### src/design/noise_channel_lfsr_envelope_unit_defines.svh
// Assertion macros for the noise channel unit.
// Taken in by every module that carries concurrent assertions; no other dependencies.
`ifndef NOISE_CHANNEL_LFSR_ENVELOPE_UNIT_DEFINES_SVH
`define NOISE_CHANNEL_LFSR_ENVELOPE_UNIT_DEFINES_SVH

`ifndef SYNTH
// Check on every rising edge outside reset
`define NCLE_ASSERT(lbl, prop, msg) \
    lbl: assert property (@(posedge clk) disable iff (!rst_n) prop) else $error(msg);
// Check on every rising edge, reset included
`define NCLE_ASSERT_ALWAYS(lbl, prop, msg) \
    lbl: assert property (@(posedge clk) prop) else $error(msg);
`else
`define NCLE_ASSERT(lbl, prop, msg)
`define NCLE_ASSERT_ALWAYS(lbl, prop, msg)
`endif

`endif

### src/design/ncle_pkg.sv
// Shared types, codes, constants and lookup tables of the noise channel unit.
// No dependencies; used by the controller, the datapath and the top level.
package ncle_pkg;

    // Item kinds
    localparam logic [2:0] KIND_WRITE    = 3'd0;
    localparam logic [2:0] KIND_READ     = 3'd1;
    localparam logic [2:0] KIND_ADVANCE  = 3'd2;
    localparam logic [2:0] KIND_LENGTH   = 3'd3;
    localparam logic [2:0] KIND_ENVELOPE = 3'd4;

    // Register indexes
    localparam logic [2:0] REG_NR40 = 3'd0;
    localparam logic [2:0] REG_NR41 = 3'd1;
    localparam logic [2:0] REG_NR42 = 3'd2;
    localparam logic [2:0] REG_NR43 = 3'd3;
    localparam logic [2:0] REG_NR44 = 3'd4;

    // Widths
    localparam int PERIOD_W = 23;
    localparam int FREQ_W   = 20;
    localparam int BASE_W   = 21;
    localparam int STEP_W   = 5;

    // Reset values and fixed constants
    localparam logic [7:0]  LENGTH_RESET  = 8'hFF;
    localparam logic [7:0]  CONTROL_RESET = 8'hBF;
    localparam logic [7:0]  READ_ONES     = 8'hBF;
    localparam logic [7:0]  READ_ALL_ONES = 8'hFF;
    localparam logic [14:0] LFSR_SEED     = 15'h7FFF;
    localparam logic [PERIOD_W-1:0] PERIOD_RESET = 23'd8;
    localparam logic [6:0]  LEN_FULL      = 7'd64;
    localparam logic [3:0]  VOL_MAX       = 4'd15;

    // Divider runs one quotient bit per step, top bit first; numerator is 2^22
    localparam logic [STEP_W-1:0] DIV_TOP = 5'd22;
    // Modulo quotient never exceeds 32, so six shifted subtracts suffice
    localparam logic [STEP_W-1:0] MOD_TOP = 5'd5;

    // Commands from the controller to the datapath
    typedef struct packed {
        logic              capture;
        logic              exec;
        logic              div_init;
        logic              div_step;
        logic              div_load;
        logic              mod_step;
        logic              mod_store;
        logic              emit;
        logic [STEP_W-1:0] step;
    } cmd_t;

    // Status from the datapath to the controller
    typedef struct packed {
        logic need_div;
        logic need_mod;
    } stat_t;

    // Base frequency before the shift: 2^20 for a zero divisor code, else 2^19 / r
    function automatic logic [BASE_W-1:0] base_freq(input logic [2:0] r);
        logic [BASE_W-1:0] f;
        unique case (r)
            3'd0: f = 21'd1048576;
            3'd1: f = 21'd524288;
            3'd2: f = 21'd262144;
            3'd3: f = 21'd174762;
            3'd4: f = 21'd131072;
            3'd5: f = 21'd104857;
            3'd6: f = 21'd87381;
            3'd7: f = 21'd74898;
            default: f = 21'd1048576;
        endcase
        return f;
    endfunction

    // Positive sample magnitude: trunc(32767 * v / 15)
    function automatic logic [15:0] pos_mag(input logic [3:0] v);
        logic [15:0] m;
        unique case (v)
            4'd0:  m = 16'd0;
            4'd1:  m = 16'd2184;
            4'd2:  m = 16'd4368;
            4'd3:  m = 16'd6553;
            4'd4:  m = 16'd8737;
            4'd5:  m = 16'd10922;
            4'd6:  m = 16'd13106;
            4'd7:  m = 16'd15291;
            4'd8:  m = 16'd17475;
            4'd9:  m = 16'd19660;
            4'd10: m = 16'd21844;
            4'd11: m = 16'd24029;
            4'd12: m = 16'd26213;
            4'd13: m = 16'd28398;
            4'd14: m = 16'd30582;
            4'd15: m = 16'd32767;
            default: m = 16'd0;
        endcase
        return m;
    endfunction

    // Negative sample magnitude: trunc(32768 * v / 15)
    function automatic logic [15:0] neg_mag(input logic [3:0] v);
        logic [15:0] m;
        unique case (v)
            4'd0:  m = 16'd0;
            4'd1:  m = 16'd2184;
            4'd2:  m = 16'd4369;
            4'd3:  m = 16'd6553;
            4'd4:  m = 16'd8738;
            4'd5:  m = 16'd10922;
            4'd6:  m = 16'd13107;
            4'd7:  m = 16'd15291;
            4'd8:  m = 16'd17476;
            4'd9:  m = 16'd19660;
            4'd10: m = 16'd21845;
            4'd11: m = 16'd24029;
            4'd12: m = 16'd26214;
            4'd13: m = 16'd28398;
            4'd14: m = 16'd30583;
            4'd15: m = 16'd32768;
            default: m = 16'd0;
        endcase
        return m;
    endfunction

endpackage

### src/design/ncle_ctrl.sv
// Sequencer of the noise channel unit: item acceptance, divide and modulo
// step counting, result register valid. Depends on ncle_pkg and the defines header.
`include "noise_channel_lfsr_envelope_unit_defines.svh"

module ncle_ctrl (
    input  logic            clk,
    input  logic            rst_n,
    input  logic            item_valid,
    output logic            item_stall,
    output logic            result_valid,
    input  logic            result_stall,
    input  ncle_pkg::stat_t stat,
    output ncle_pkg::cmd_t  cmd
);
    import ncle_pkg::*;

    localparam logic [2:0] ST_IDLE     = 3'd0;
    localparam logic [2:0] ST_EXEC     = 3'd1;
    localparam logic [2:0] ST_DIV_INIT = 3'd2;
    localparam logic [2:0] ST_DIV_STEP = 3'd3;
    localparam logic [2:0] ST_DIV_LOAD = 3'd4;
    localparam logic [2:0] ST_MOD_STEP = 3'd5;
    localparam logic [2:0] ST_DONE     = 3'd6;

    logic [2:0]        state_reg, state_next;
    logic [STEP_W-1:0] step_reg, step_next;
    logic              result_valid_reg, result_valid_next;
    logic              emit_ok;

    // Sequence one word through execute, optional divide or modulo, then emit
    always_comb
    begin
        state_next = state_reg;
        step_next  = step_reg;
        cmd        = '0;
        cmd.step   = step_reg;
        emit_ok    = !result_valid_reg || !result_stall;
        unique case (state_reg)
            ST_IDLE:
            begin
                if (item_valid)
                begin
                    cmd.capture = 1'b1;
                    state_next  = ST_EXEC;
                end
            end
            ST_EXEC:
            begin
                cmd.exec = 1'b1;
                if (stat.need_div)
                begin
                    state_next = ST_DIV_INIT;
                end
                else if (stat.need_mod)
                begin
                    step_next  = MOD_TOP;
                    state_next = ST_MOD_STEP;
                end
                else
                begin
                    state_next = ST_DONE;
                end
            end
            ST_DIV_INIT:
            begin
                cmd.div_init = 1'b1;
                step_next    = DIV_TOP;
                state_next   = ST_DIV_STEP;
            end
            ST_DIV_STEP:
            begin
                cmd.div_step = 1'b1;
                if (step_reg == '0)
                begin
                    state_next = ST_DIV_LOAD;
                end
                else
                begin
                    step_next = step_reg - 1'b1;
                end
            end
            ST_DIV_LOAD:
            begin
                cmd.div_load = 1'b1;
                state_next   = ST_DONE;
            end
            ST_MOD_STEP:
            begin
                cmd.mod_step = 1'b1;
                if (step_reg == '0)
                begin
                    cmd.mod_store = 1'b1;
                    state_next    = ST_DONE;
                end
                else
                begin
                    step_next = step_reg - 1'b1;
                end
            end
            ST_DONE:
            begin
                if (emit_ok)
                begin
                    cmd.emit   = 1'b1;
                    state_next = ST_IDLE;
                end
            end
            default:
            begin
                state_next = ST_IDLE;
            end
        endcase
    end

    // Hold the result valid until the word is taken
    assign result_valid_next = cmd.emit || (result_valid_reg && result_stall);

    always_ff @(posedge clk or negedge rst_n)
    begin
        if (!rst_n)
        begin
            state_reg        <= ST_IDLE;
            step_reg         <= '0;
            result_valid_reg <= 1'b0;
        end
        else
        begin
            state_reg        <= state_next;
            step_reg         <= step_next;
            result_valid_reg <= result_valid_next;
        end
    end

    assign item_stall   = (state_reg != ST_IDLE);
    assign result_valid = result_valid_reg;

    `NCLE_ASSERT(a_accept_to_exec, item_valid && !item_stall |=> state_reg == ST_EXEC, "accepted word did not enter execute")
    `NCLE_ASSERT(a_div_step_range, state_reg == ST_DIV_STEP |-> step_reg <= DIV_TOP, "divide step counter out of range")
    `NCLE_ASSERT(a_done_holds, state_reg == ST_DONE && result_valid && result_stall |=> state_reg == ST_DONE, "result overwritten while stalled")
    `NCLE_ASSERT_ALWAYS(a_reset_no_valid, !rst_n |-> (result_valid !== 1'b1), "result valid during reset")

endmodule

### src/design/ncle_datapath.sv
// Datapath of the noise channel unit: registers, length and envelope counters,
// LFSR, period divider, cycle count modulo and result register. Depends on ncle_pkg.
`include "noise_channel_lfsr_envelope_unit_defines.svh"

module ncle_datapath (
    input  logic                 clk,
    input  logic                 rst_n,
    input  ncle_pkg::cmd_t       cmd,
    output ncle_pkg::stat_t      stat,
    input  logic [2:0]           kind,
    input  logic [2:0]           reg_index,
    input  logic [7:0]           write_data,
    input  logic [7:0]           cycles,
    output logic [7:0]           read_data,
    output logic signed [15:0]   sample,
    output logic                 channel_on
);
    import ncle_pkg::*;

    // Length reload: 64 minus the low six bits
    function automatic logic [6:0] len_reload(input logic [7:0] b);
        return LEN_FULL - {1'b0, b[5:0]};
    endfunction

    // Latched word
    logic [2:0] kind_reg, idx_reg;
    logic [7:0] data_reg, cyc_reg;

    // Channel state
    logic [7:0]          length_reg, length_next;
    logic [7:0]          envelope_reg, envelope_next;
    logic [7:0]          poly_reg, poly_next;
    logic [7:0]          control_reg, control_next;
    logic                active_reg, active_next;
    logic [PERIOD_W-1:0] period_reg, period_next;
    logic [PERIOD_W-1:0] count_reg, count_next;
    logic [6:0]          len_left_reg, len_left_next;
    logic                len_en_reg, len_en_next;
    logic [3:0]          volume_reg, volume_next;
    logic                env_up_reg, env_up_next;
    logic [2:0]          env_period_reg, env_period_next;
    logic [2:0]          env_left_reg, env_left_next;
    logic                env_run_reg, env_run_next;
    logic [14:0]         shift_reg, shift_next;
    logic                zombie_reg, zombie_next;

    // Work registers
    logic [7:0]          rd_reg, rd_next;
    logic [FREQ_W-1:0]   div_den_reg, div_den_next;
    logic [FREQ_W-1:0]   div_rem_reg, div_rem_next;
    logic [PERIOD_W-1:0] div_quo_reg, div_quo_next;
    logic [PERIOD_W-1:0] mod_rem_reg, mod_rem_next;

    // Combinational helpers
    logic [14:0]         lfsr_step;
    logic                fb;
    logic [PERIOD_W-1:0] adv_sum;
    logic [6:0]          len_dec;
    logic [2:0]          env_dec;
    logic [3:0]          vol_step;
    logic [BASE_W-1:0]   freq_shifted;
    logic [FREQ_W:0]     rem_shift;
    logic [27:0]         mod_cmp;
    logic [27:0]         mod_ext;
    logic [15:0]         sample_val;

    // Tell the sequencer which long operation this word needs
    assign stat.need_div = (kind_reg == KIND_WRITE)
                        && ((idx_reg == REG_NR43) || (idx_reg == REG_NR44 && data_reg[7]));
    assign stat.need_mod = (kind_reg == KIND_ADVANCE);

    // Next LFSR value, with the short-mode tap into bit 6
    always_comb
    begin
        fb        = shift_reg[0] ^ shift_reg[1];
        lfsr_step = {fb, shift_reg[14:1]};
        if (poly_reg[3])
        begin
            lfsr_step[6] = fb;
        end
    end

    assign adv_sum  = count_reg + PERIOD_W'(cyc_reg);
    assign len_dec  = len_left_reg - 7'd1;
    assign env_dec  = env_left_reg - 3'd1;
    assign vol_step = env_up_reg ? ((volume_reg != VOL_MAX) ? volume_reg + 4'd1 : volume_reg)
                                 : ((volume_reg != 4'd0) ? volume_reg - 4'd1 : volume_reg);
    assign freq_shifted = base_freq(poly_reg[2:0]) >> ({1'b0, poly_reg[7:4]} + 5'd1);
    assign rem_shift    = {div_rem_reg, (cmd.step == DIV_TOP)};
    assign mod_cmp      = {5'd0, period_reg} << cmd.step[2:0];
    assign mod_ext      = {5'd0, mod_rem_reg};

    // Current sample from state
    always_comb
    begin
        if (!active_reg)
        begin
            sample_val = 16'd0;
        end
        else if (!shift_reg[0])
        begin
            sample_val = pos_mag(volume_reg);
        end
        else
        begin
            sample_val = 16'd0 - neg_mag(volume_reg);
        end
    end

    // Execute word operations and the divide and modulo steps
    always_comb
    begin
        length_next     = length_reg;
        envelope_next   = envelope_reg;
        poly_next       = poly_reg;
        control_next    = control_reg;
        active_next     = active_reg;
        period_next     = period_reg;
        count_next      = count_reg;
        len_left_next   = len_left_reg;
        len_en_next     = len_en_reg;
        volume_next     = volume_reg;
        env_up_next     = env_up_reg;
        env_period_next = env_period_reg;
        env_left_next   = env_left_reg;
        env_run_next    = env_run_reg;
        shift_next      = shift_reg;
        zombie_next     = zombie_reg;
        rd_next         = rd_reg;
        div_den_next    = div_den_reg;
        div_rem_next    = div_rem_reg;
        div_quo_next    = div_quo_reg;
        mod_rem_next    = mod_rem_reg;

        if (cmd.exec)
        begin
            rd_next = 8'd0;
            unique case (kind_reg)
                KIND_WRITE:
                begin
                    unique case (idx_reg)
                        REG_NR41:
                        begin
                            length_next   = data_reg;
                            len_left_next = len_reload(data_reg);
                            len_en_next   = control_reg[6];
                        end
                        REG_NR42:
                        begin
                            envelope_next = data_reg;
                            if (zombie_reg && data_reg[7:4] == 4'd0)
                            begin
                                active_next = 1'b0;
                            end
                        end
                        REG_NR43:
                        begin
                            poly_next = data_reg;
                        end
                        REG_NR44:
                        begin
                            control_next  = data_reg;
                            len_left_next = len_reload(length_reg);
                            len_en_next   = data_reg[6];
                            if (data_reg[7])
                            begin
                                // Trigger: restart length, envelope and LFSR
                                active_next     = 1'b1;
                                volume_next     = envelope_reg[7:4];
                                env_up_next     = envelope_reg[3];
                                env_period_next = envelope_reg[2:0];
                                env_left_next   = envelope_reg[2:0];
                                env_run_next    = (envelope_reg[2:0] != 3'd0);
                                shift_next      = LFSR_SEED;
                                zombie_next     = 1'b0;
                            end
                        end
                        default:
                        begin
                        end
                    endcase
                end
                KIND_READ:
                begin
                    unique case (idx_reg)
                        REG_NR40: rd_next = READ_ALL_ONES;
                        REG_NR41: rd_next = READ_ALL_ONES;
                        REG_NR42: rd_next = envelope_reg;
                        REG_NR43: rd_next = poly_reg;
                        REG_NR44: rd_next = control_reg | READ_ONES;
                        default:  rd_next = 8'd0;
                    endcase
                end
                KIND_ADVANCE:
                begin
                    if (adv_sum >= period_reg)
                    begin
                        shift_next = lfsr_step;
                    end
                    mod_rem_next = adv_sum;
                end
                KIND_LENGTH:
                begin
                    if (active_reg && len_en_reg)
                    begin
                        len_left_next = len_dec;
                        if (len_dec == 7'd0)
                        begin
                            active_next = 1'b0;
                        end
                    end
                end
                KIND_ENVELOPE:
                begin
                    if (env_run_reg)
                    begin
                        if (env_dec != 3'd0)
                        begin
                            env_left_next = env_dec;
                        end
                        else
                        begin
                            volume_next   = vol_step;
                            env_left_next = env_period_reg;
                            if ((env_up_reg && vol_step == VOL_MAX)
                                || (!env_up_reg && vol_step == 4'd0))
                            begin
                                env_run_next = 1'b0;
                                zombie_next  = 1'b1;
                            end
                        end
                    end
                end
                default:
                begin
                end
            endcase
        end

        // Load the divisor: shifted frequency, never below one
        if (cmd.div_init)
        begin
            div_den_next = (freq_shifted == '0) ? FREQ_W'(1) : FREQ_W'(freq_shifted);
            div_rem_next = '0;
            div_quo_next = '0;
        end

        // Restoring divide, one quotient bit per step
        if (cmd.div_step)
        begin
            if (rem_shift >= {1'b0, div_den_reg})
            begin
                div_rem_next = FREQ_W'(rem_shift - {1'b0, div_den_reg});
                div_quo_next = {div_quo_reg[PERIOD_W-2:0], 1'b1};
            end
            else
            begin
                div_rem_next = rem_shift[FREQ_W-1:0];
                div_quo_next = {div_quo_reg[PERIOD_W-2:0], 1'b0};
            end
        end

        // Install the new period and clamp the count
        if (cmd.div_load)
        begin
            period_next = div_quo_reg;
            if (div_quo_reg < count_reg)
            begin
                count_next = div_quo_reg;
            end
        end

        // Modulo by shifted subtracts of the period
        if (cmd.mod_step)
        begin
            if (mod_ext >= mod_cmp)
            begin
                mod_rem_next = PERIOD_W'(mod_ext - mod_cmp);
            end
        end
        if (cmd.mod_store)
        begin
            count_next = mod_rem_next;
        end
    end

    // Capture the accepted word
    always_ff @(posedge clk)
    begin
        if (cmd.capture)
        begin
            kind_reg <= kind;
            idx_reg  <= reg_index;
            data_reg <= write_data;
            cyc_reg  <= cycles;
        end
    end

    // Work and result registers
    always_ff @(posedge clk)
    begin
        rd_reg      <= rd_next;
        div_den_reg <= div_den_next;
        div_rem_reg <= div_rem_next;
        div_quo_reg <= div_quo_next;
        mod_rem_reg <= mod_rem_next;
        if (cmd.emit)
        begin
            read_data  <= rd_reg;
            sample     <= signed'(sample_val);
            channel_on <= active_reg;
        end
    end

    // Channel state
    always_ff @(posedge clk or negedge rst_n)
    begin
        if (!rst_n)
        begin
            length_reg     <= LENGTH_RESET;
            envelope_reg   <= 8'd0;
            poly_reg       <= 8'd0;
            control_reg    <= CONTROL_RESET;
            active_reg     <= 1'b0;
            period_reg     <= PERIOD_RESET;
            count_reg      <= '0;
            len_left_reg   <= 7'd0;
            len_en_reg     <= 1'b0;
            volume_reg     <= 4'd0;
            env_up_reg     <= 1'b0;
            env_period_reg <= 3'd0;
            env_left_reg   <= 3'd0;
            env_run_reg    <= 1'b0;
            shift_reg      <= LFSR_SEED;
            zombie_reg     <= 1'b0;
        end
        else
        begin
            length_reg     <= length_next;
            envelope_reg   <= envelope_next;
            poly_reg       <= poly_next;
            control_reg    <= control_next;
            active_reg     <= active_next;
            period_reg     <= period_next;
            count_reg      <= count_next;
            len_left_reg   <= len_left_next;
            len_en_reg     <= len_en_next;
            volume_reg     <= volume_next;
            env_up_reg     <= env_up_next;
            env_period_reg <= env_period_next;
            env_left_reg   <= env_left_next;
            env_run_reg    <= env_run_next;
            shift_reg      <= shift_next;
            zombie_reg     <= zombie_next;
        end
    end

    `NCLE_ASSERT(a_period_min, period_reg >= PERIOD_RESET, "noise period below minimum")
    `NCLE_ASSERT(a_count_bound, count_reg <= period_reg, "cycle count beyond period")
    `NCLE_ASSERT(a_length_bound, len_left_reg <= LEN_FULL, "length counter beyond full scale")

endmodule

### src/design/noise_channel_lfsr_envelope_unit.sv
// Top level of the noise channel unit: joins the sequencer and the datapath.
// Depends on ncle_pkg, ncle_ctrl and ncle_datapath.
//
// Usage: each input word (kind, reg_index, write_data, cycles) is a register
// write, a register read, a clock advance, a length clock or an envelope clock.
// A word is taken when item_valid is high and item_stall is low; every word
// returns one result word (read_data, sample, channel_on), taken when
// result_valid is high and result_stall is low.
// Work per word: reads, length and envelope clocks and most writes go through
// execute and emit only; an advance adds six shifted subtract steps of the cycle
// count modulo; an NR43 write or a trigger adds a 23-step restoring divide for
// the period. result_valid is registered from the emit, the last step.
// One word is in work at a time; the result register frees the sequencer, so
// a new word may be taken while the previous result still waits.
// While result_stall holds a pending result, the next word finishes its work
// and waits to emit; item_stall stays high until then.
// Reset gives sequencer and channel state power-on values; clears result_valid.
module noise_channel_lfsr_envelope_unit (
    input  logic               clk,
    input  logic               rst_n,
    input  logic               item_valid,
    output logic               item_stall,
    input  logic [2:0]         kind,
    input  logic [2:0]         reg_index,
    input  logic [7:0]         write_data,
    input  logic [7:0]         cycles,
    output logic               result_valid,
    input  logic               result_stall,
    output logic [7:0]         read_data,
    output logic signed [15:0] sample,
    output logic               channel_on
);
    import ncle_pkg::*;

    cmd_t  cmd;
    stat_t stat;

    // Sequencer
    ncle_ctrl u_ctrl (
        .clk          (clk),
        .rst_n        (rst_n),
        .item_valid   (item_valid),
        .item_stall   (item_stall),
        .result_valid (result_valid),
        .result_stall (result_stall),
        .stat         (stat),
        .cmd          (cmd)
    );

    // Datapath
    ncle_datapath u_datapath (
        .clk        (clk),
        .rst_n      (rst_n),
        .cmd        (cmd),
        .stat       (stat),
        .kind       (kind),
        .reg_index  (reg_index),
        .write_data (write_data),
        .cycles     (cycles),
        .read_data  (read_data),
        .sample     (sample),
        .channel_on (channel_on)
    );

endmodule
### config.mk
export PLATFORM = sky130hd
export DESIGN_NAME = noise_channel_lfsr_envelope_unit
export DESIGN_NICKNAME = d
export VERILOG_FILES = /design/src/design/ncle_pkg.sv /design/src/design/ncle_ctrl.sv /design/src/design/ncle_datapath.sv /design/src/design/noise_channel_lfsr_envelope_unit.sv
export VERILOG_INCLUDE_DIRS = /design/src /design/src/design
export SDC_FILE = /design/constraint.sdc
export NUM_CORES = 1
export LEC_CHECK = 0
export ABC_CLOCK_PERIOD_IN_PS = 8200
export BUFFER_PORTS_ARGS = -buffer_cell sky130_fd_sc_hd__buf_2
export CORE_ASPECT_RATIO = 0.8
export CORE_MARGIN = 2
export CORE_UTILIZATION = 53
export CTS_CLUSTER_DIAMETER = 150
export CTS_CLUSTER_SIZE = 25
export DETAILED_ROUTE_END_ITERATION = 6
export PLACE_DENSITY = 0.7
export SETUP_SLACK_MARGIN = 0.05
export SLEW_MARGIN = 20
export SYNTH_ARGS = -nofsm -noshare
export SYNTH_HDL_FRONTEND = slang
export SYNTH_SLANG_ARGS = --single-unit
### constraint.sdc
create_clock -name clk -period 8.2 [get_ports clk]
set_input_delay 2.05 -clock clk [delete_from_list [all_inputs] [get_ports clk]]
set_output_delay 2.05 -clock clk [all_outputs]
set_load 0.02 [all_outputs]
======== Word level (Yosys, flattened, before mapping) ========
Memories as Yosys holds them, arrays and structs flattened.
Index checks and enable logic that the tools add are counted.
word-level totals
  memories ................................ 3
  ROM bits ................................ 664
  input port bits ......................... 26
  latch bits .............................. 0
  bits in writable memories ............... 0
  word-level logic and storage cells ...... 219
  register bits ........................... 262
  output and inout port bits .............. 27
operators by class
  reduce and logical (&&, ||, !) cells .... 52
  shifts and indexed selects .............. 2
  divide/modulo/power cells ............... 0
  mux-type cells .......................... 78
  bitwise gates (word level) .............. 1
  $lt $le $gt $ge ......................... 4
  eq/ne operators ......................... 36
  multipliers ............................. 0
  $add $sub $neg .......................... 12
memory list
  name              depth  width  rd ports  clocked after memory_dff  write ports  line             source
  (name not given)  16     16     1         0                         0            ncle_pkg.sv:104  unique case (v)
  (name not given)  16     15     1         0                         0            ncle_pkg.sv:79   unique case (v)
  (name not given)  8      21     1         0                         0            ncle_pkg.sv:62   unique case (r)
operators with widths
  operator                                               count
  two-way mux 23 bit                                     9
  two-way mux 20 bit                                     3
  two-way mux 16 bit                                     3
  two-way mux 15 bit                                     3
  case mux 8 bit (4 select lines)                        1
  case mux 15 bit (2 select lines)                       1
  greater-or-equal comparator 23 x 28 -> 1 bit           1
  two-way mux 4 bit                                      7
  case mux 7 bit (2 select lines)                        2
  << shifter 23 x 3 -> 28 bit                            1
  two-way mux 3 bit                                      9
  two-way mux 1 bit                                      25
  adder 23 x 8 -> 23 bit                                 1
  greater-or-equal comparator 23 bit                     1
  less-than comparator 23 bit                            1
  subtractor 23 bit                                      1
  greater-or-equal comparator 21 x 20 -> 1 bit           1
  logical NOT 21 bit                                     1
  case mux 3 bit (7 select lines)                        1
  right shift 21 x 5 -> 21 bit                           1
  AND reduction 4 bit                                    5
  subtractor 20 bit                                      1
  equality test 3 x 2 -> 1 bit, second input constant    6
  inequality test 2 x 1 -> 1 bit, second input constant  9
  other kinds (40)                                       91

======== Depth between registers and ports, before layout ========
Gate-level depths: netlist of the first run.
  depth in word-level cells ............... 10
  mapped depth ............................ 19
  depth with buffers taken out ............ 16

======== Cells and area by module ========
From an unflattened synthesis of the first run, not the netlist that was laid out.
second synthesis, totals
  cells, all modules ...................... 1,742
  area total of the unflattened synthesis .. 16,917.5 µm²
modules (own cells, without submodules)
  module         instances  cells each  seq. area each (µm²)  area an instance (µm²)
  ncle_datapath  1          1,660       6,473.7               16,263.1
  ncle_ctrl      1          82          225.2                 654.4

======== Worst setup path before layout of the first run ========
OpenSTA, ideal clock, no wires.
  path kind ............................... register to register
  start point ............................. reg u_datapath.count_reg[0]
  end point ............................... reg u_datapath.shift_reg[10]
  stages on the path, launching flop included .. 18
  buffers on the path ..................... 1
  setup slack ............................. 4,240 ps
  data arrival time ....................... 3,885 ps
  clock period less this slack ............ 3,960 ps
  library setup time ...................... 75 ps
  data required time ...................... 8,125 ps
  cells stage by stage .................... dfrtp_1 -> ha_1 -> fa_1 -> a21oi_1 -> o2111a_1 -> nor3_1 -> and4_1 -> xnor2_1 -> ha_1 -> nand4_1 -> nor4_1 -> o21ai_0 -> nand2_1 -> a221o_1 -> a221o_1 -> o21ai_2 -> buf_4 -> mux2i_1
between the ends
  cells in the longest elaborated chain, start to end .. 4
ends and longest elaborated chain
  item                                             line                  source
  start, declared                                  ncle_datapath.sv:36   logic [PERIOD_W-1:0] count_reg, count_next;
  start signal, assigned                           ncle_datapath.sv:345  count_reg <= count_next;
  adder 23 x 8 -> 23 bit                           ncle_datapath.sv:83   assign adv_sum = count_reg + PERIOD_W'(cyc_reg);
  greater-or-equal comparator 23 bit               ncle_datapath.sv:196  if (adv_sum >= period_reg)
  inequality test 2 x 1 -> 1 bit (no source line)  --
  AND reduction 5 bit (no source line)             --
  end signal, assigned                             ncle_datapath.sv:353  shift_reg <= shift_next;
  end, declared                                    ncle_datapath.sv:44   logic [14:0] shift_reg, shift_next;
Every way passes these cells.
A chain may end at the register's enable or synchronous reset.

======== Worst setup path after layout of the first run ========
  start point ............................. reg u_datapath.count_reg[0]
  end point ............................... reg u_datapath.shift_reg[7]
Same word-level chain as after synthesis.

==> impl_metrics.yaml, run 1 <==
outcome:
  outcome: "completed"
sta:
  finalClockSkew_ps: 23.6
  period_needed_ps: 4960
  grt_setup_unrepaired: "no"
  finalHoldViolations: 0
  max_slew_margin_pct: 28.3
  finalSetupTns_ps: 0
  fmaxAchievable_mhz: 202
  finalCritPeriodShare_pct: 60.5
  finalSetupViolations: 0
  worst_pin_slew_ps: 1050
  timing_max_transition_violations_final: 0
clock_network:
  cts_repair_resize_count: 0
  clockRootBuffer: "sky130_fd_sc_hd__clkbuf_16"
  cts_post_setup_buffers_inserted: 0
  cts_tree: "yes"
  numClockSinks: 249
  tritoncts.num_buffers: 13
  clkSlewWorstSetupHoldPaths_ps: 100
  clkLatencyLatePin_ps: 510
  maximum_number_of_buffers_from_clock_root_to_sink: 3
  cts_hold_buffers: 0
  cts-htree-levels: 1
global_route:
  maximum_number_of_pins_on_one_net_before_global_route_repair: 66
  grt_use_total_pct: 25.5
  overflow: 0
  grt_first_pass_wirelength_microns: 67500
  number_of_antenna_violations_at_the_first_check_in_global_routing: 1
  grt_pass1_vias: 12532
floorplanning:
  initial_utilization_pct: 53.5
  total_core_area_sq_mm: 0.0313
  floorplan.die.height_microns: 163
  fp-row-count: 58
  die-width_microns: 203
  die_area_sq_mm: 0.0330
  design.portCount: 53
critical_path:
  ff2ff_setup_slack_ps: 3240
  critical_path_arrival_ps: 5390
  worst-path-max-fanout: 15
  reg2regPathDepth: 16
  crit_path_start: "u_datapath.count_reg[0]"
  worstPathRequired_ps: 8620
  critical-path-max-stage-delay_ps: 840
  crit_path_end_kind: "flop"
  crit_path_cell_trace: "ha_1, fa_1, a21oi_1, o2111a_1, nor3_1, nand2_1, xnor2_1, ha_1, a21o_1, a21o_1, a21oi_1, nand2_1, a221o_1, a221o_1, o21ai_2, mux2i_1"
  worst_r2r_endpoint: "u_datapath.shift_reg[7]"
  worstSetupEndpoint: "u_datapath.shift_reg[7]"
  crit_path_top_delay_cell: "sky130_fd_sc_hd__o21ai_2"
  reg2reg_from: "u_datapath.count_reg[0]"
  setup.worst_path.start_class: "flop"
  timing_worst_setup_path_type: "reg2reg"
detailed_routing:
  drt_first_pass_iters: 5
  detail-route-antenna-nets: 0
  route.detailed.drc: 0
  viasPerCell: 6.02
  avgRoutedWirePerCell_microns: 19.2
  initialDrtViolationCount: 1158
  finalWirelength_microns: 42100
  routed-via-count: 13193
pwr:
  total_power_mw: 7.60
  peakVddDrop_mv: 0.195
  cellLeakagePower_nw: 7.50
  power_per_cell_area_mw_per_mm2: 431
cells_and_area:
  final_cell_mix: "sky130_fd_sc_hd__nand2_1, sky130_fd_sc_hd__a21oi_1, sky130_fd_sc_hd__nor2_1"
  fin_nets: 1911
  area_growth_pct: 5.46
  final_common_cell: "sky130_fd_sc_hd__nand2_1"
  fillerInstances: 2759
  core_util_final_pct: 56.4
  post_route_cells_drive_above_1_share_pct: 10.1
yosys:
  synth_enable_flop_cells: 111
  syn_area_per_cell_sq_um: 9.46
  synth_warnings: 0
  share_of_the_synthesized_area_in_the_top_cell_type_pct: 19.9
  synth-seq-cells: 249
  synth_ff_type: "sky130_fd_sc_hd__edfxtp_1"
  yosysUniqueCellTypes: 90
  syn-instance-count: 1768
  synth.cell_area_sq_mm: 0.0167
  cell_taking_the_most_area_after_synthesis: "sky130_fd_sc_hd__edfxtp_1"
  yosysSeqAreaShare_pct: 40.1
  mappedNetlistNets: 1915
  synthTopCellsByArea: "sky130_fd_sc_hd__edfxtp_1, sky130_fd_sc_hd__dfrtp_1, sky130_fd_sc_hd__ha_1"
  async_reset_ff_share_pct: 46.2
placement:
  placement.io_buffers: 52
  routabilityCongestion: 0.903
  dp_hpwl_microns: 30900
run:
  maximum_capacitance_violations: 0
hold_path:
  worst_hold_path_type: "reg2reg"
==> cell usage after synthesis, types with 5 or more instances <==
| master | instances |
|---|---|
| sky130_fd_sc_hd__ha_1 | 118 |
| sky130_fd_sc_hd__buf_1 | 9 |
| sky130_fd_sc_hd__xor2_1 | 23 |
| sky130_fd_sc_hd__o211ai_1 | 11 |
| sky130_fd_sc_hd__dfrtp_1 | 93 |
| sky130_fd_sc_hd__xnor2_1 | 47 |
| sky130_fd_sc_hd__nand3b_1 | 6 |
| sky130_fd_sc_hd__a21boi_0 | 6 |
| sky130_fd_sc_hd__a21o_1 | 24 |
| sky130_fd_sc_hd__nor2b_1 | 18 |
| sky130_fd_sc_hd__mux4_2 | 13 |
| sky130_fd_sc_hd__a211oi_1 | 26 |
| sky130_fd_sc_hd__a211o_1 | 5 |
| sky130_fd_sc_hd__o41ai_1 | 6 |
| sky130_fd_sc_hd__mux2i_1 | 77 |
| sky130_fd_sc_hd__mux2_2 | 33 |
| sky130_fd_sc_hd__nand3_1 | 47 |
| sky130_fd_sc_hd__buf_6 | 6 |
| sky130_fd_sc_hd__and4_1 | 10 |
| sky130_fd_sc_hd__edfxtp_1 | 111 |
| sky130_fd_sc_hd__o22ai_1 | 26 |
| sky130_fd_sc_hd__a221oi_1 | 5 |
| sky130_fd_sc_hd__nor3_1 | 36 |
| sky130_fd_sc_hd__nand2b_1 | 15 |
| sky130_fd_sc_hd__and2_1 | 11 |
| sky130_fd_sc_hd__nand4_1 | 16 |
| sky130_fd_sc_hd__or3_1 | 6 |
| sky130_fd_sc_hd__and3_1 | 39 |
| sky130_fd_sc_hd__nor3b_1 | 5 |
| sky130_fd_sc_hd__nand2_1 | 154 |
| sky130_fd_sc_hd__o21a_1 | 25 |
| sky130_fd_sc_hd__nor4_1 | 8 |
| sky130_fd_sc_hd__o21ai_0 | 115 |
| sky130_fd_sc_hd__a31oi_1 | 16 |
| sky130_fd_sc_hd__a21oi_1 | 134 |
| sky130_fd_sc_hd__clkbuf_1 | 52 |
| sky130_fd_sc_hd__buf_4 | 10 |
| sky130_fd_sc_hd__dfstp_2 | 22 |
| sky130_fd_sc_hd__dfxtp_1 | 23 |
| sky130_fd_sc_hd__buf_2 | 9 |
| sky130_fd_sc_hd__inv_1 | 123 |
| sky130_fd_sc_hd__nor2_1 | 130 |
| sky130_fd_sc_hd__o22a_1 | 16 |
| sky130_fd_sc_hd__o211a_1 | 5 |
==> worst max-delay path: cells and delay by family (launching register included) <==
| family | cells | cell delay, ps |
|---|---|---|
| multiplexers | 1 | 290 |
| XOR/XNOR | 1 | 220 |
| flip-flops | 1 | 390 |
| AND/OR/NAND/NOR | 3 | 800 |
| AO/OA/AOI/OAI | 8 | 2430 |
| adder cells (fa/ha/maj) | 3 | 720 |
==> cell families (layout without fill, tap and decap cells) <==
kind of cell / Yosys count / count (layout) / share of synthesized area, %
mux: 124 / 124 / 8.67
simple gates: 518 / 518 / 15.0
compound gates: 474 / 474 / 18.1
other cells: 0 / 1 / 0
xor+xnor: 70 / 70 / 3.67
flops: 249 / 249 / 40.1
buf+inv: 212 / 215 / 5.32
fa+ha+maj: 121 / 121 / 9.19
==> routing by layer <==
metal,global-route usage (%),share of wire [%]
met1,38.6,48
met2,39.0,44
met3,2.70,5.6
met4,6.34,2.1
met5,0,0
==> worst min-delay path by stage <==
stage / start / endpoint / slack (ps) / depth (start not counted)
after CTS: u_datapath.rd_reg[2] / u_datapath.read_data[2] / 440 / 0
after global routing: u_datapath.rd_reg[3] / u_datapath.read_data[3] / 450 / 0
after detailed placement: u_datapath.rd_reg[2] / u_datapath.read_data[2] / 420 / 0
after floorplan: u_datapath.rd_reg[0] / u_datapath.read_data[0] / 400 / 0
after global placement: u_datapath.rd_reg[7] / u_datapath.read_data[7] / 410 / 0
final: u_datapath.rd_reg[2] / u_datapath.read_data[2] / 440 / 0
==> stage by stage <==
stage          std cells  instance area (sq um)  setup WS (ps)  hold WS [ps]
6_report            2192                  17600           3240           444
3_5_place_dp        2169                  17300           3270           415
3_3_place_gp        2168                  17200           3370           409
5_1_grt             2192                  17600           2790           446
4_1_cts             2191                  17600           3230           440
2_1_floorplan       1768                  16700           4240           400
==> power by group <==
part | leakage (nW) | switching, mW | internal (mW)
sequential | 2.65 | 0.471 | 1.84
combinational | 4.67 | 2.72 | 1.85
clock | 0.178 | 0.415 | 0.308
==> final cells by class <==
cell class / count / area (sq um) / share of cell area (%)
Sequential cell: 249 / 6700 / 38.0
Timing Repair Buffer: 67 / 395 / 2.24
Clock buffer: 21 / 359 / 2.04
Tap cell: 420 / 526 / 2.98
Inverter: 126 / 473 / 2.68
Multi-Input combinational cell: 1307 / 9170 / 52.0
Antenna cell: 1 / 2.50 / 0.0142
Clock inverter: 1 / 8.76 / 0.0497
No activity file was read; power rests on OpenSTA's default activity.
==> run 2, diff against run 1 <==
--- a/config.mk
+++ b/config.mk
@@ -6,7 +6,7 @@
 export SDC_FILE = /design/constraint.sdc
 export NUM_CORES = 1
 export LEC_CHECK = 0
-export ABC_CLOCK_PERIOD_IN_PS = 8200
+export ABC_CLOCK_PERIOD_IN_PS = 5100
 export BUFFER_PORTS_ARGS = -buffer_cell sky130_fd_sc_hd__buf_2
 export CORE_ASPECT_RATIO = 0.8
 export CORE_MARGIN = 2
==> constraint.sdc (replaced) <==
create_clock -name clk -period 5.1 [get_ports clk]
set_input_delay 1.275 -clock clk [delete_from_list [all_inputs] [get_ports clk]]
set_output_delay 1.275 -clock clk [all_outputs]
set_load 0.02 [all_outputs]
==> impl_metrics.yaml, run 2 (synthesis results as in run 1) <==
critical_path:
  worst_r2r_endpoint: "u_datapath.shift_reg[12]"
  reg2reg_from: "u_datapath.count_reg[0]"
  worstSetupEndpoint: "u_datapath.shift_reg[12]"
  critical_path_arrival_ps: 5170
  cp.depth: 15
  worstPathRequired_ps: 5510
  critical_path.top_delay_family: "compound AO/OA/AOI/OAI gates"
  reg2regPathDepth: 15
  worst-path-max-fanout: 15
  setup.worst_path.start_class: "flop"
  critPathMostFrequentCell: "sky130_fd_sc_hd__ha_1"
  worstPathBufferInverterCount: 1
  critical-path-max-stage-delay_ps: 900
  timing_worst_setup_path_type: "reg2reg"
  crit_path_cell_trace: "ha_1, fa_1, a21oi_1, o2111a_1, nor3_2, nand4_1, xnor2_1, ha_1, and3_1, nand3_1, a2111oi_0, a221o_1, o21ai_2, buf_4, mux2i_1"
  ff2ff_setup_slack_ps: 340
  crit_path_top_delay_cell: "sky130_fd_sc_hd__a2111oi_0"
  crit_path_start: "u_datapath.count_reg[0]"
  crit_path_end_kind: "flop"
outcome:
  outcome: "completed"
clock_network:
  numClockSinks: 249
  clkLatencyLatePin_ps: 500
  cts_tree: "yes"
  maximum_number_of_buffers_from_clock_root_to_sink: 3
  clockRootBuffer: "sky130_fd_sc_hd__clkbuf_16"
  cts_hold_buffers: 0
  tritoncts.num_buffers: 13
  cts-htree-levels: 1
  clkSlewWorstSetupHoldPaths_ps: 110
sta:
  worst_pin_slew_ps: 1020
  finalHoldViolations: 0
  finalSetupTns_ps: 0
  fmaxAchievable_mhz: 210
  finalCritPeriodShare_pct: 93.3
  finalSetupViolations: 0
  finalClockSkew_ps: 28.4
  timing_max_transition_violations_final: 0
  max_slew_margin_pct: 31.6
  period_needed_ps: 4760
  grt_setup_unrepaired: "no"
  hold-worst-slack_ps: 433
floorplanning:
  die-width_microns: 203
  design.portCount: 53
  total_core_area_sq_mm: 0.0313
  initial_utilization_pct: 53.5
  fp-row-count: 58
  floorplan.die.height_microns: 163
  die_area_sq_mm: 0.0330
global_route:
  grt_pass1_vias: 12735
  number_of_antenna_violations_at_the_first_check_in_global_routing: 1
  overflow: 0
  grt_first_pass_wirelength_microns: 69600
  maximum_number_of_pins_on_one_net_before_global_route_repair: 68
  grt_use_total_pct: 26.3
detailed_routing:
  drt_first_pass_iters: 5
  initialDrtViolationCount: 1112
  avgRoutedWirePerCell_microns: 19.6
  finalWirelength_microns: 43200
  viasPerCell: 6.07
  route.detailed.drc: 0
  routed-via-count: 13389
  detail-route-antenna-nets: 0
cells_and_area:
  final_cell_mix: "sky130_fd_sc_hd__nand2_1, sky130_fd_sc_hd__a21oi_1, sky130_fd_sc_hd__nor2_1"
  fin_nets: 1924
  antenna_cells_inserted: 0
  post-route-cell-area_sq_mm: 0.0177
  area_growth_pct: 6.03
  core_util_final_pct: 56.7
  fillerInstances: 2767
  final_common_cell: "sky130_fd_sc_hd__nand2_1"
  post_route_cells_drive_above_1_share_pct: 10.8
hold_path:
  worst_hold_path_type: "reg2reg"
pwr:
  cellLeakagePower_nw: 7.56
  power_per_cell_area_mw_per_mm2: 698
  peakVddDrop_mv: 0.354
  total_power_mw: 12.4
placement:
  routabilityCongestion: 0.954
  placed_cell_area_sq_mm: 0.0174
  dp_hpwl_microns: 32000
  placement.io_buffers: 52
run:
  maximum_capacitance_violations: 0
==> run 2: cell count changes in the layout (fill, tap and decap cells not counted), sizes merged <==
cell	previous run	this run
buf	67	80
diode	1	0
==> run 2: how the worst min path moves through the flow <==
stage / depth (start not counted) / start / to
after floorplan: 0 / u_datapath.rd_reg[0] / u_datapath.read_data[0]
after detailed placement: 0 / u_datapath.rd_reg[4] / u_datapath.read_data[4]
after global placement: 0 / u_datapath.rd_reg[5] / u_datapath.read_data[5]
after CTS: 0 / u_datapath.rd_reg[4] / u_datapath.read_data[4]
after global routing: 0 / u_datapath.rd_reg[0] / u_datapath.read_data[0]
final: 0 / u_datapath.rd_reg[4] / u_datapath.read_data[4]
==> run 2: routing by layer <==
metal / track usage (%) / up-vias / part of all wire (%) / wire (microns)
met5: 0 / - / 0.030 / 13
met4: 6.57 / 2 / 2.3 / 973
met2: 40.3 / 400 / 44 / 19000
met1: 39.4 / 6471 / 48 / 20600
li1: - / 6451 / - / -
met3: 3.72 / 65 / 6.0 / 2590
==> run 2: repair_timing <==
item | 4_1_cts | 5_1_grt
setup endpoints to repair | 0 | 15
resized for setup | 0 | 1
buffers inserted | 0 | 0
==> run 2: layout make-up <==
type                    instances  area, sq um  share of cell area, %
repair buffers                 80          493                   2.78
clock inverters                 1         8.76                 0.0494
flip-flops and latches        249         6700                   37.8
inverters                     126          473                   2.67
multi-input cells            1307         9170                   51.7
well taps                     420          526                   2.96
clock buffers                  21          355                   2.00
==> run 2: power breakdown <==
group / internal (mW) / switching (mW) / total [mW]
logic: 3.01 / 4.44 / 7.45
clock network: 0.490 / 0.644 / 1.13
registers: 2.96 / 0.833 / 3.79
==> run 2: metrics by stage <==
step | cells | worst slack [ps]
CTS | 2204 | 146
global route | 2204 | 168
finish | 2204 | 342
detailed placement | 2182 | 188
global placement | 2181 | 254
floorplan | 1768 | 1140
